$ cat src/hdl/sdbc_pkg.sv
`timescale 1ns / 1ps
// ----------------------------------------------------------------------------
// sdbc_pkg
// Shared types and codes of the sector deblocking buffer controller.
// ----------------------------------------------------------------------------
package sdbc_pkg;

  localparam int OP_W      = 3;
  localparam int DRIVE_W   = 2;
  localparam int TRACK_W   = 10;
  localparam int SECTOR_W  = 8;
  localparam int CMD_W     = 3;
  localparam int BLOCK_W   = 16;
  localparam int SLOT_W    = 2;
  localparam int MOTBITS_W = 4;
  localparam int TLEN_W    = 8;
  localparam int HOLD_W    = 24;
  localparam int NUM_TLEN  = 4;

  // Widest logical sector: 255 * 1023 + 255 fits in 18 bits.
  localparam int LOGICAL_W = 18;

  // Configuration port
  localparam int CFG_IDX_W  = 3;
  localparam int CFG_DATA_W = 24;

  localparam logic [CFG_IDX_W-1:0] CFG_TLEN0 = 3'd0;
  localparam logic [CFG_IDX_W-1:0] CFG_TLEN1 = 3'd1;
  localparam logic [CFG_IDX_W-1:0] CFG_TLEN2 = 3'd2;
  localparam logic [CFG_IDX_W-1:0] CFG_TLEN3 = 3'd3;
  localparam logic [CFG_IDX_W-1:0] CFG_HOLD  = 3'd4;

  localparam logic [TLEN_W-1:0] TLEN_RESET = 8'd26;
  localparam logic [HOLD_W-1:0] HOLD_RESET = 24'd3000;

  // Operation codes
  localparam logic [OP_W-1:0] OP_READ      = 3'd0;
  localparam logic [OP_W-1:0] OP_WRITE     = 3'd1;
  localparam logic [OP_W-1:0] OP_DIR_WRITE = 3'd2;
  localparam logic [OP_W-1:0] OP_TICK      = 3'd3;
  localparam logic [OP_W-1:0] OP_RESET     = 3'd4;

  // Command codes
  localparam logic [CMD_W-1:0] CMD_STATUS = 3'd0;
  localparam logic [CMD_W-1:0] CMD_FLUSH  = 3'd1;
  localparam logic [CMD_W-1:0] CMD_FILL   = 3'd2;
  localparam logic [CMD_W-1:0] CMD_OUT    = 3'd3;
  localparam logic [CMD_W-1:0] CMD_IN     = 3'd4;

  typedef struct packed {
    logic [OP_W-1:0]     operation;
    logic [DRIVE_W-1:0]  drive;
    logic [TRACK_W-1:0]  track;
    logic [SECTOR_W-1:0] sector;
  } in_item_t;

  typedef struct packed {
    logic [CMD_W-1:0]     command;
    logic [DRIVE_W-1:0]   cmd_drive;
    logic [BLOCK_W-1:0]   cmd_block;
    logic [SLOT_W-1:0]    slot;
    logic [MOTBITS_W-1:0] motors_running;
    logic                 last;
  } out_item_t;

endpackage

$ cat src/hdl/sector_deblocking_buffer_control.sv
`timescale 1ns / 1ps
// ----------------------------------------------------------------------------
// sector_deblocking_buffer_control
// Controller of a one-entry write-back deblocking buffer: maps a drive,
// track and sector to a block and slot, tracks the buffer tags and the drive
// motors, and issues flush / fill / copy commands one beat at a time.
// ----------------------------------------------------------------------------
//
//  Channel  Ports                              Direction  Beat
//  -------  ---------------------------------  ---------  ----------------------
//  in       in_valid, in_stall, in_data        to block   one request
//  out      out_valid, out_stall, out_data     from block one command, 1..4/req
//  cfg      cfg_we, cfg_index, cfg_wdata       to block   one register write
//
//  A request causes one to four commands, the worst being a dirty miss
//  on a directory write (flush, fill, copy in, flush). The command
//  sequencer issues them one beat at a time; the two address stages ahead
//  of it take a new beat each cycle while the stages behind them accept,
//  and the first command of a request passes the address stages, the
//  sequencer register and the output register before it shows on out_valid.
//  Reset (rst_n low, synchronous) empties the pipeline, invalidates the
//  buffer, stops all motors and reloads the register defaults.
//  out_stall holds the output register; the sequencer and the address
//  stages back up behind it and in_stall rises only when all are full.
//
module sector_deblocking_buffer_control #(
  parameter int DRIVE_COUNT       = 4,
  parameter int SECTORS_PER_BLOCK = 4
) (
  input  logic                               clk,
  input  logic                               rst_n,
  input  logic                               in_valid,
  output logic                               in_stall,
  input  sdbc_pkg::in_item_t                 in_data,
  output logic                               out_valid,
  input  logic                               out_stall,
  output sdbc_pkg::out_item_t                out_data,
  input  logic                               cfg_we,
  input  logic [sdbc_pkg::CFG_IDX_W-1:0]     cfg_index,
  input  logic [sdbc_pkg::CFG_DATA_W-1:0]    cfg_wdata
);
  import sdbc_pkg::*;

  // Only drives 0..3 are addressable, so at most four motors exist.
  localparam int MOTORS = (DRIVE_COUNT < 4) ? DRIVE_COUNT : 4;

  // Block number by reciprocal multiply: q = (L * RECIP) >> SHIFT is exact
  // for every L below 2**LOGICAL_W.
  localparam int SHIFT = LOGICAL_W + $clog2(SECTORS_PER_BLOCK);
  localparam logic [LOGICAL_W:0] RECIP =
    (LOGICAL_W + 1)'(((64'd1 << SHIFT) + 64'(SECTORS_PER_BLOCK) - 64'd1) /
                     64'(SECTORS_PER_BLOCK));
  localparam int PROD_W = 2 * LOGICAL_W + 1;

  typedef enum logic {
    PH_LOOKUP,
    PH_DIR_FLUSH
  } phase_t;

  // --------------------------------------------------------------------------
  // Configuration registers
  // --------------------------------------------------------------------------
  logic [TLEN_W-1:0] tlen_r [NUM_TLEN];
  logic [HOLD_W-1:0] hold_r;

  always_ff @(posedge clk) begin
    if (!rst_n) begin
      for (int i = 0; i < NUM_TLEN; i++) begin
        tlen_r[i] <= TLEN_RESET;
      end
      hold_r <= HOLD_RESET;
    end else if (cfg_we) begin
      case (cfg_index)
        CFG_TLEN0: tlen_r[0] <= cfg_wdata[TLEN_W-1:0];
        CFG_TLEN1: tlen_r[1] <= cfg_wdata[TLEN_W-1:0];
        CFG_TLEN2: tlen_r[2] <= cfg_wdata[TLEN_W-1:0];
        CFG_TLEN3: tlen_r[3] <= cfg_wdata[TLEN_W-1:0];
        CFG_HOLD:  hold_r    <= cfg_wdata[HOLD_W-1:0];
        default: ;
      endcase
    end
  end

  // --------------------------------------------------------------------------
  // Flow control: each stage loads when empty or when its beat moves on
  // --------------------------------------------------------------------------
  logic s1_vld_r, s2_vld_r, s3_vld_r, out_vld_r;
  logic s1_ready, s2_ready, s3_ready;
  logic emit_go, cmd_last;

  assign emit_go  = s3_vld_r && (!out_vld_r || !out_stall);
  assign s3_ready = !s3_vld_r || (emit_go && cmd_last);
  assign s2_ready = !s2_vld_r || s3_ready;
  assign s1_ready = !s1_vld_r || s2_ready;
  assign in_stall = !s1_ready;

  // --------------------------------------------------------------------------
  // Stage 1: logical sector = track_length[drive] * track + sector
  // --------------------------------------------------------------------------
  logic [OP_W-1:0]      s1_op_r;
  logic [DRIVE_W-1:0]   s1_drv_r;
  logic [LOGICAL_W-1:0] s1_lsec_r;
  logic [LOGICAL_W-1:0] lsec_nxt;

  assign lsec_nxt = LOGICAL_W'(tlen_r[in_data.drive]) * LOGICAL_W'(in_data.track) +
                    LOGICAL_W'(in_data.sector);

  always_ff @(posedge clk) begin
    if (!rst_n) begin
      s1_vld_r <= 1'b0;
    end else if (s1_ready) begin
      s1_vld_r <= in_valid;
    end
    if (s1_ready && in_valid) begin
      s1_op_r   <= in_data.operation;
      s1_drv_r  <= in_data.drive;
      s1_lsec_r <= lsec_nxt;
    end
  end

  // --------------------------------------------------------------------------
  // Stage 2: block number = logical / SECTORS_PER_BLOCK
  // --------------------------------------------------------------------------
  logic [OP_W-1:0]      s2_op_r;
  logic [DRIVE_W-1:0]   s2_drv_r;
  logic [LOGICAL_W-1:0] s2_lsec_r;
  logic [LOGICAL_W-1:0] s2_quot_r;
  logic [PROD_W-1:0]    recip_prod;

  assign recip_prod = PROD_W'(s1_lsec_r) * PROD_W'(RECIP);

  always_ff @(posedge clk) begin
    if (!rst_n) begin
      s2_vld_r <= 1'b0;
    end else if (s2_ready) begin
      s2_vld_r <= s1_vld_r;
    end
    if (s2_ready && s1_vld_r) begin
      s2_op_r   <= s1_op_r;
      s2_drv_r  <= s1_drv_r;
      s2_lsec_r <= s1_lsec_r;
      s2_quot_r <= LOGICAL_W'(recip_prod >> SHIFT);
    end
  end

  // --------------------------------------------------------------------------
  // Stage 3: command sequencer
  // --------------------------------------------------------------------------
  logic [OP_W-1:0]      s3_op_r;
  logic [DRIVE_W-1:0]   s3_drv_r;
  logic [LOGICAL_W-1:0] s3_lsec_r;
  logic [LOGICAL_W-1:0] s3_quot_r;

  always_ff @(posedge clk) begin
    if (!rst_n) begin
      s3_vld_r <= 1'b0;
    end else if (s3_ready) begin
      s3_vld_r <= s2_vld_r;
    end
    if (s3_ready && s2_vld_r) begin
      s3_op_r   <= s2_op_r;
      s3_drv_r  <= s2_drv_r;
      s3_lsec_r <= s2_lsec_r;
      s3_quot_r <= s2_quot_r;
    end
  end

  // Slot is the remainder; the block number wraps at 16 bits.
  logic [LOGICAL_W-1:0] quot_back;
  logic [LOGICAL_W-1:0] rem;
  logic [BLOCK_W-1:0]   req_blk;
  logic [SLOT_W-1:0]    req_slot;

  assign quot_back = LOGICAL_W'(s3_quot_r * LOGICAL_W'(SECTORS_PER_BLOCK));
  assign rem       = s3_lsec_r - quot_back;
  assign req_blk   = s3_quot_r[BLOCK_W-1:0];
  assign req_slot  = rem[SLOT_W-1:0];

  // Buffer tags and motors
  phase_t             phase_r, phase_nxt;
  logic               buf_valid_r, buf_valid_nxt;
  logic               buf_dirty_r, buf_dirty_nxt;
  logic [DRIVE_W-1:0] buf_drv_r, buf_drv_nxt;
  logic [BLOCK_W-1:0] buf_blk_r, buf_blk_nxt;
  logic               run_r   [MOTORS];
  logic               run_nxt [MOTORS];
  logic [HOLD_W-1:0]  cd_r    [MOTORS];
  logic [HOLD_W-1:0]  cd_nxt  [MOTORS];

  logic               hit;
  logic               acc_en;
  logic [DRIVE_W-1:0] acc_drv;
  logic               do_tick, do_stop;
  out_item_t          cmd;

  assign hit = buf_valid_r && (buf_drv_r == s3_drv_r) && (buf_blk_r == req_blk);

  always_comb begin
    phase_nxt     = phase_r;
    buf_valid_nxt = buf_valid_r;
    buf_dirty_nxt = buf_dirty_r;
    buf_drv_nxt   = buf_drv_r;
    buf_blk_nxt   = buf_blk_r;
    acc_en        = 1'b0;
    acc_drv       = s3_drv_r;
    do_tick       = 1'b0;
    do_stop       = 1'b0;
    cmd           = '0;
    cmd.command   = CMD_STATUS;
    cmd.last      = 1'b1;

    if (s3_op_r inside {OP_READ, OP_WRITE, OP_DIR_WRITE}) begin
      cmd.cmd_drive = s3_drv_r;
      cmd.cmd_block = req_blk;
      if (phase_r == PH_DIR_FLUSH) begin
        // Directory write: force the freshly written block out
        cmd.command   = CMD_FLUSH;
        acc_en        = 1'b1;
        buf_dirty_nxt = 1'b0;
        phase_nxt     = PH_LOOKUP;
      end else if (!hit && buf_valid_r && buf_dirty_r) begin
        // Miss on a dirty buffer: write back the old block first
        cmd.command   = CMD_FLUSH;
        cmd.cmd_drive = buf_drv_r;
        cmd.cmd_block = buf_blk_r;
        cmd.last      = 1'b0;
        acc_en        = 1'b1;
        acc_drv       = buf_drv_r;
        buf_dirty_nxt = 1'b0;
      end else if (!hit) begin
        cmd.command   = CMD_FILL;
        cmd.last      = 1'b0;
        acc_en        = 1'b1;
        buf_valid_nxt = 1'b1;
        buf_dirty_nxt = 1'b0;
        buf_drv_nxt   = s3_drv_r;
        buf_blk_nxt   = req_blk;
      end else if (s3_op_r == OP_READ) begin
        cmd.command = CMD_OUT;
        cmd.slot    = req_slot;
      end else begin
        cmd.command   = CMD_IN;
        cmd.slot      = req_slot;
        buf_dirty_nxt = 1'b1;
        if (s3_op_r == OP_DIR_WRITE) begin
          cmd.last  = 1'b0;
          phase_nxt = PH_DIR_FLUSH;
        end
      end
    end else begin
      case (s3_op_r)
        OP_TICK: do_tick = 1'b1;
        OP_RESET: begin
          // Drop the buffer contents, stop every motor
          buf_valid_nxt = 1'b0;
          buf_dirty_nxt = 1'b0;
          do_stop       = 1'b1;
        end
        default: ;
      endcase
    end

    for (int i = 0; i < MOTORS; i++) begin
      run_nxt[i] = run_r[i];
      cd_nxt[i]  = cd_r[i];
      if (do_stop) begin
        run_nxt[i] = 1'b0;
        cd_nxt[i]  = '0;
      end else if (do_tick && run_r[i]) begin
        if (cd_r[i] <= HOLD_W'(1)) begin
          run_nxt[i] = 1'b0;
          cd_nxt[i]  = '0;
        end else begin
          cd_nxt[i] = cd_r[i] - HOLD_W'(1);
        end
      end else if (acc_en && (acc_drv == DRIVE_W'(i))) begin
        run_nxt[i] = 1'b1;
        cd_nxt[i]  = hold_r;
      end
    end

    // Report the motor state as it stands after this command
    cmd.motors_running = '0;
    for (int i = 0; i < MOTORS; i++) begin
      cmd.motors_running[i] = run_nxt[i];
    end
  end

  assign cmd_last = cmd.last;

  out_item_t out_r;

  always_ff @(posedge clk) begin
    if (!rst_n) begin
      phase_r     <= PH_LOOKUP;
      buf_valid_r <= 1'b0;
      buf_dirty_r <= 1'b0;
      buf_drv_r   <= '0;
      buf_blk_r   <= '0;
      for (int i = 0; i < MOTORS; i++) begin
        run_r[i] <= 1'b0;
        cd_r[i]  <= '0;
      end
      out_vld_r <= 1'b0;
    end else begin
      if (emit_go) begin
        phase_r     <= phase_nxt;
        buf_valid_r <= buf_valid_nxt;
        buf_dirty_r <= buf_dirty_nxt;
        buf_drv_r   <= buf_drv_nxt;
        buf_blk_r   <= buf_blk_nxt;
        for (int i = 0; i < MOTORS; i++) begin
          run_r[i] <= run_nxt[i];
          cd_r[i]  <= cd_nxt[i];
        end
        out_r     <= cmd;
        out_vld_r <= 1'b1;
      end else if (!out_stall) begin
        out_vld_r <= 1'b0;
      end
    end
  end

  assign out_valid = out_vld_r;
  assign out_data  = out_r;

`ifndef SYNTHESIS
  // A dirty buffer always holds a valid block
  a_dirty_valid: assert property (@(posedge clk) disable iff (!rst_n)
    buf_dirty_r |-> buf_valid_r)
    else $error("buffer dirty while not valid");

  // Motor 0, when stopped, has no countdown left
  a_motor_idle: assert property (@(posedge clk) disable iff (!rst_n)
    !run_r[0] |-> (cd_r[0] == '0))
    else $error("stopped motor with nonzero countdown");

  // Status beats end a request; fills never do
  a_status_last: assert property (@(posedge clk) disable iff (!rst_n)
    (out_valid && (out_data.command == CMD_STATUS)) |-> out_data.last)
    else $error("status beat without last");

  a_fill_not_last: assert property (@(posedge clk) disable iff (!rst_n)
    (out_valid && (out_data.command == CMD_FILL)) |-> !out_data.last)
    else $error("fill beat marked last");

  // An empty front address stage never pushes back on the input
  a_no_false_stall: assert property (@(posedge clk) disable iff (!rst_n)
    !s1_vld_r |-> !in_stall)
    else $error("input stalled with empty front stage");
`endif

endmodule

$ cat config.mk
export PLATFORM = sky130hd
export DESIGN_NAME = sector_deblocking_buffer_control
export DESIGN_NICKNAME = d
export VERILOG_FILES = /design/src/hdl/sdbc_pkg.sv /design/src/hdl/sector_deblocking_buffer_control.sv
export SDC_FILE = /design/constraint.sdc
export NUM_CORES = 1
export LEC_CHECK = 0
export BUFFER_PORTS_ARGS = -buffer_cell sky130_fd_sc_hd__buf_2
export CAP_MARGIN = 10
export CORE_MARGIN = 2
export CORE_UTILIZATION = 50
export DETAILED_ROUTE_END_ITERATION = 7
export PLACE_DENSITY = 0.67
export SETUP_SLACK_MARGIN = 0.1
export SLEW_MARGIN = 40
export SYNTH_ARGS = -nofsm -noshare
export SYNTH_HDL_FRONTEND = slang
export SYNTH_SLANG_ARGS = --single-unit
export TNS_END_PERCENT = 50
$ cat constraint.sdc
create_clock -name clk -period 5.8 [get_ports clk]
set_input_delay 0 -clock clk [delete_from_list [all_inputs] [get_ports clk]]
set_output_delay 0 -clock clk [all_outputs]
set_load 0.05 [all_outputs]
==> run metrics <==
status finished clean; data arrival time of the worst path 5.28 ns; Chip Width roughly 180 um; I/O pin count 85; CP most frequent cell fa_1; worst slack, placed around 0.77 ns; Crit Path Class reg -> reg; Top delay family on crit path adder cells; worst vdd ir 0.241 mV; Initial DRC Count ~900; worst reg2reg path startpoint tlen_r[3][3]; syn nets between 1500 and 2000; Vert. Die Dim between 150 and 200 um; Synth Flop Type edfxtp_1; Clock Skews 0.0195 ns; CTS tree yes; crit path max fanout 10; die area between 30000 and 40000 um2; Critical Path Source tlen_r[3][3]; routed wire length approximately 34 mm; worst hold path class in -> reg; critical-path cell list mux4_2, and2_1, fa_1, fa_1, fa_1, inv_1, fa_1, inv_1, ha_1, o21a_1, o21ai_0, nor2_1, o21ai_0, a311oi_1, mux2i_1, nand2_1; Synth area leader edfxtp_1; synthesized area roughly 16000 um2; number of global-route vias before repair around 10000; CTS root buffer clkbuf_16; layout cell share with drive strength beyond 1 approximately an eighth; Final Critical Period 5.01 ns; Placer Congestion 0.850; Hold Buf Count CTS 46; Yosys cell types 66; slowest stage delay, CP ~0.59 ns; Via Count 10767; Setup crit end kind flip-flop; final setup margin roughly 0.79 ns; Ys Warns 0; number of antenna violations at the first check in global routing 1; Slew Limit Fails 0; PwrDens 336 nW/um2; largest net degree at the start of global routing 46; Detailed Routing Iterations Pass 1 7; Critical Path RT between 6 and 7 ns; htree depth 1; Post-synth EDFFs between 200 and 250; clock transition at the registers of the reported paths approximately 0.07 ns; Area contributors post-synth edfxtp_1, fa_1, dfxtp_1; Syn-to-layout area delta 16.0%; Total Routing Usage GR between 20% and 30%; setup_tns 0 ns; first-pass GRT wire length ~55 mm; global route total overflow 0; Yosys reg bits 278; filler cell count roughly 2500; Post-Synthesis Cells roughly 1400; MaxCap Viol Count 0; Async SR Flop Fraction 0%; sequential area share after synthesis about half; Core ar. 30600 um2; Max Clk Rate roughly 200 MHz; max_slew headroom 44.5%; final setup violation count 0; WL per Instance 16.8 um; hold wc startpoint in_data[8]; Buffers & Inverters on Critical Path 2; Hold Fails Final Rpt 0; cts bufs inserted 28; most frequent cells in the layout edfxtp_1, nand2_1, nor2_1; commonest non-fill, non-tap cell in the layout edfxtp_1; row count between 60 and 70; postcts setup bufs 0; layout net count approximately 1700; Clock Sink Count roughly 280; crit path max-delay cell type mux4_2; Clock Path Buffers 3; P_leak around 0.0067 uW; port buffer count between 80 and 90; RSZ-0062 raised after global routing no; worst-skew pair later-pin latency 0.55 ns; Slew @ Worst Pin about 0.83 ns; Worst setup SP type flip-flop; Avg Vias per Cell around 5.4; DR DRC count 0; Synth Area per Inst around 11 um2; post-synth top area share between 40% and 50%; Resized cells post-CTS 0; Detail Route Antenna Nets 0; effective utilization at floorplan around half; Final Cycle Share around 86%; dpl hpwl between 20 and 25 mm
-- where the power goes --
group / internal (uW) / switching [uW] / total, uW
Combinational: 737 / 890 / 1630
Sequential: 2410 / 78.2 / 2490
Clock: 1150 / 764 / 1920
-- through the flow --
stage	utilization [%]	instance area (um2)	hold WS, ns	cells	power [uW]
after floorplan	-	15500	0.0989	1438	3790
after global placement	53.7	16400	0.215	1888	4100
after detailed placement	54.0	16500	0.220	1892	4140
after CTS	58.8	18000	0.00574	1990	6090
after global routing	58.8	18000	0.0339	1990	6420
final	58.8	18000	0.0205	1991	6040
-- path summary, 6_finish.rpt --
kind	to	slack, ns	depth (start not counted)
max	s1_lsec_r[16]	0.79	16
min reg2reg	s3_quot_r[13]	0.42	0
max reg2reg	s1_lsec_r[16]	0.79	16
min	s1_lsec_r[0]	0.02	3
-- worst register-to-register path, stage by stage (launching register included) --
cell and delay [ns]:
edfxtp_1 0.38, mux4_2 0.59, and2_1 0.22, fa_1 0.49, fa_1 0.52, fa_1 0.50, inv_1 0.05, fa_1 0.47
inv_1 0.04, ha_1 0.33, o21a_1 0.14, o21ai_0 0.09, nor2_1 0.09, o21ai_0 0.13, a311oi_1 0.41, mux2i_1 0.24
nand2_1 0.08
-- sequential cells by signal, summed over array words and instances (netlist names), 3 cells and up --
signal     count
s3_quot_r     16
s1_lsec_r     18
s3_op_r        3
run_r          4
cd_r          96
out_data      28
s2_quot_r     16
hold_r        24
s2_op_r        3
buf_blk_r     16
s1_op_r        3
tlen_r        32
-- layout make-up --
cell class | count | area (um2) | area share [%]
Tap cell | 396 | 495 | 2.75
Inverter | 97 | 367 | 2.04
Antenna cell | 1 | 2.50 | 0.0139
Multi-Input combinational cell | 1019 | 7270 | 40.4
Sequential cell | 278 | 7830 | 43.5
Clock buffer | 39 | 846 | 4.70
Clock inverter | 13 | 155 | 0.862
Timing Repair Buffer | 148 | 1030 | 5.73
-- Yosys cell counts, types with 3 or more instances --
library cell and count:
a31oi_1 3, edfxtp_1 226, nor4_2 4, nor2b_1 7, nand4_1 11, a211oi_1 5
o31a_1 4, and2_1 86, o31ai_1 6, nand3_1 25, nand2_1 211, nor3_1 28
buf_2 7, clkbuf_2 3, o21a_1 7, and3_1 5, mux4_2 8, a311oi_1 4
nand2b_1 16, clkbuf_1 32, or4_1 4, xor2_1 39, inv_1 96, a21o_1 9
dfxtp_1 52, or3_1 11, a21oi_1 39, nor4_1 21, nor2_1 112, fa_1 56
ha_1 48, o21ai_0 107, mux2i_1 36, xnor2_1 69
-- kinds of logic (layout without fill, tap and decap cells) --
logic type / count (synthesis) / in the layout / synth area share, %
AO/OA/AOI/OAI: 202 / 202 / 7.60
XOR/XNOR: 108 / 108 / 6.10
adder cells (fa/ha/maj): 104 / 104 / 11.1
buffers and inverters: 141 / 297 / 3.54
flip-flops: 278 / 278 / 50.5
multiplexers: 46 / 46 / 3.70
other: 0 / 1 / 0
AND/OR/NAND/NOR: 559 / 559 / 17.5
-- routing by layer --
| metal | vias up | share of wire, % | track usage (%) |
|---|---|---|---|
| met5 | - | 0 | 0 |
| met4 | 0 | 1.1 | 3.77 |
| met3 | 31 | 7.5 | 3.33 |
| met2 | 322 | 44 | 31.8 |
| met1 | 5157 | 47 | 30.9 |
| li1 | 5257 | - | - |
Note: power is estimated with default switching activity, not from simulation.
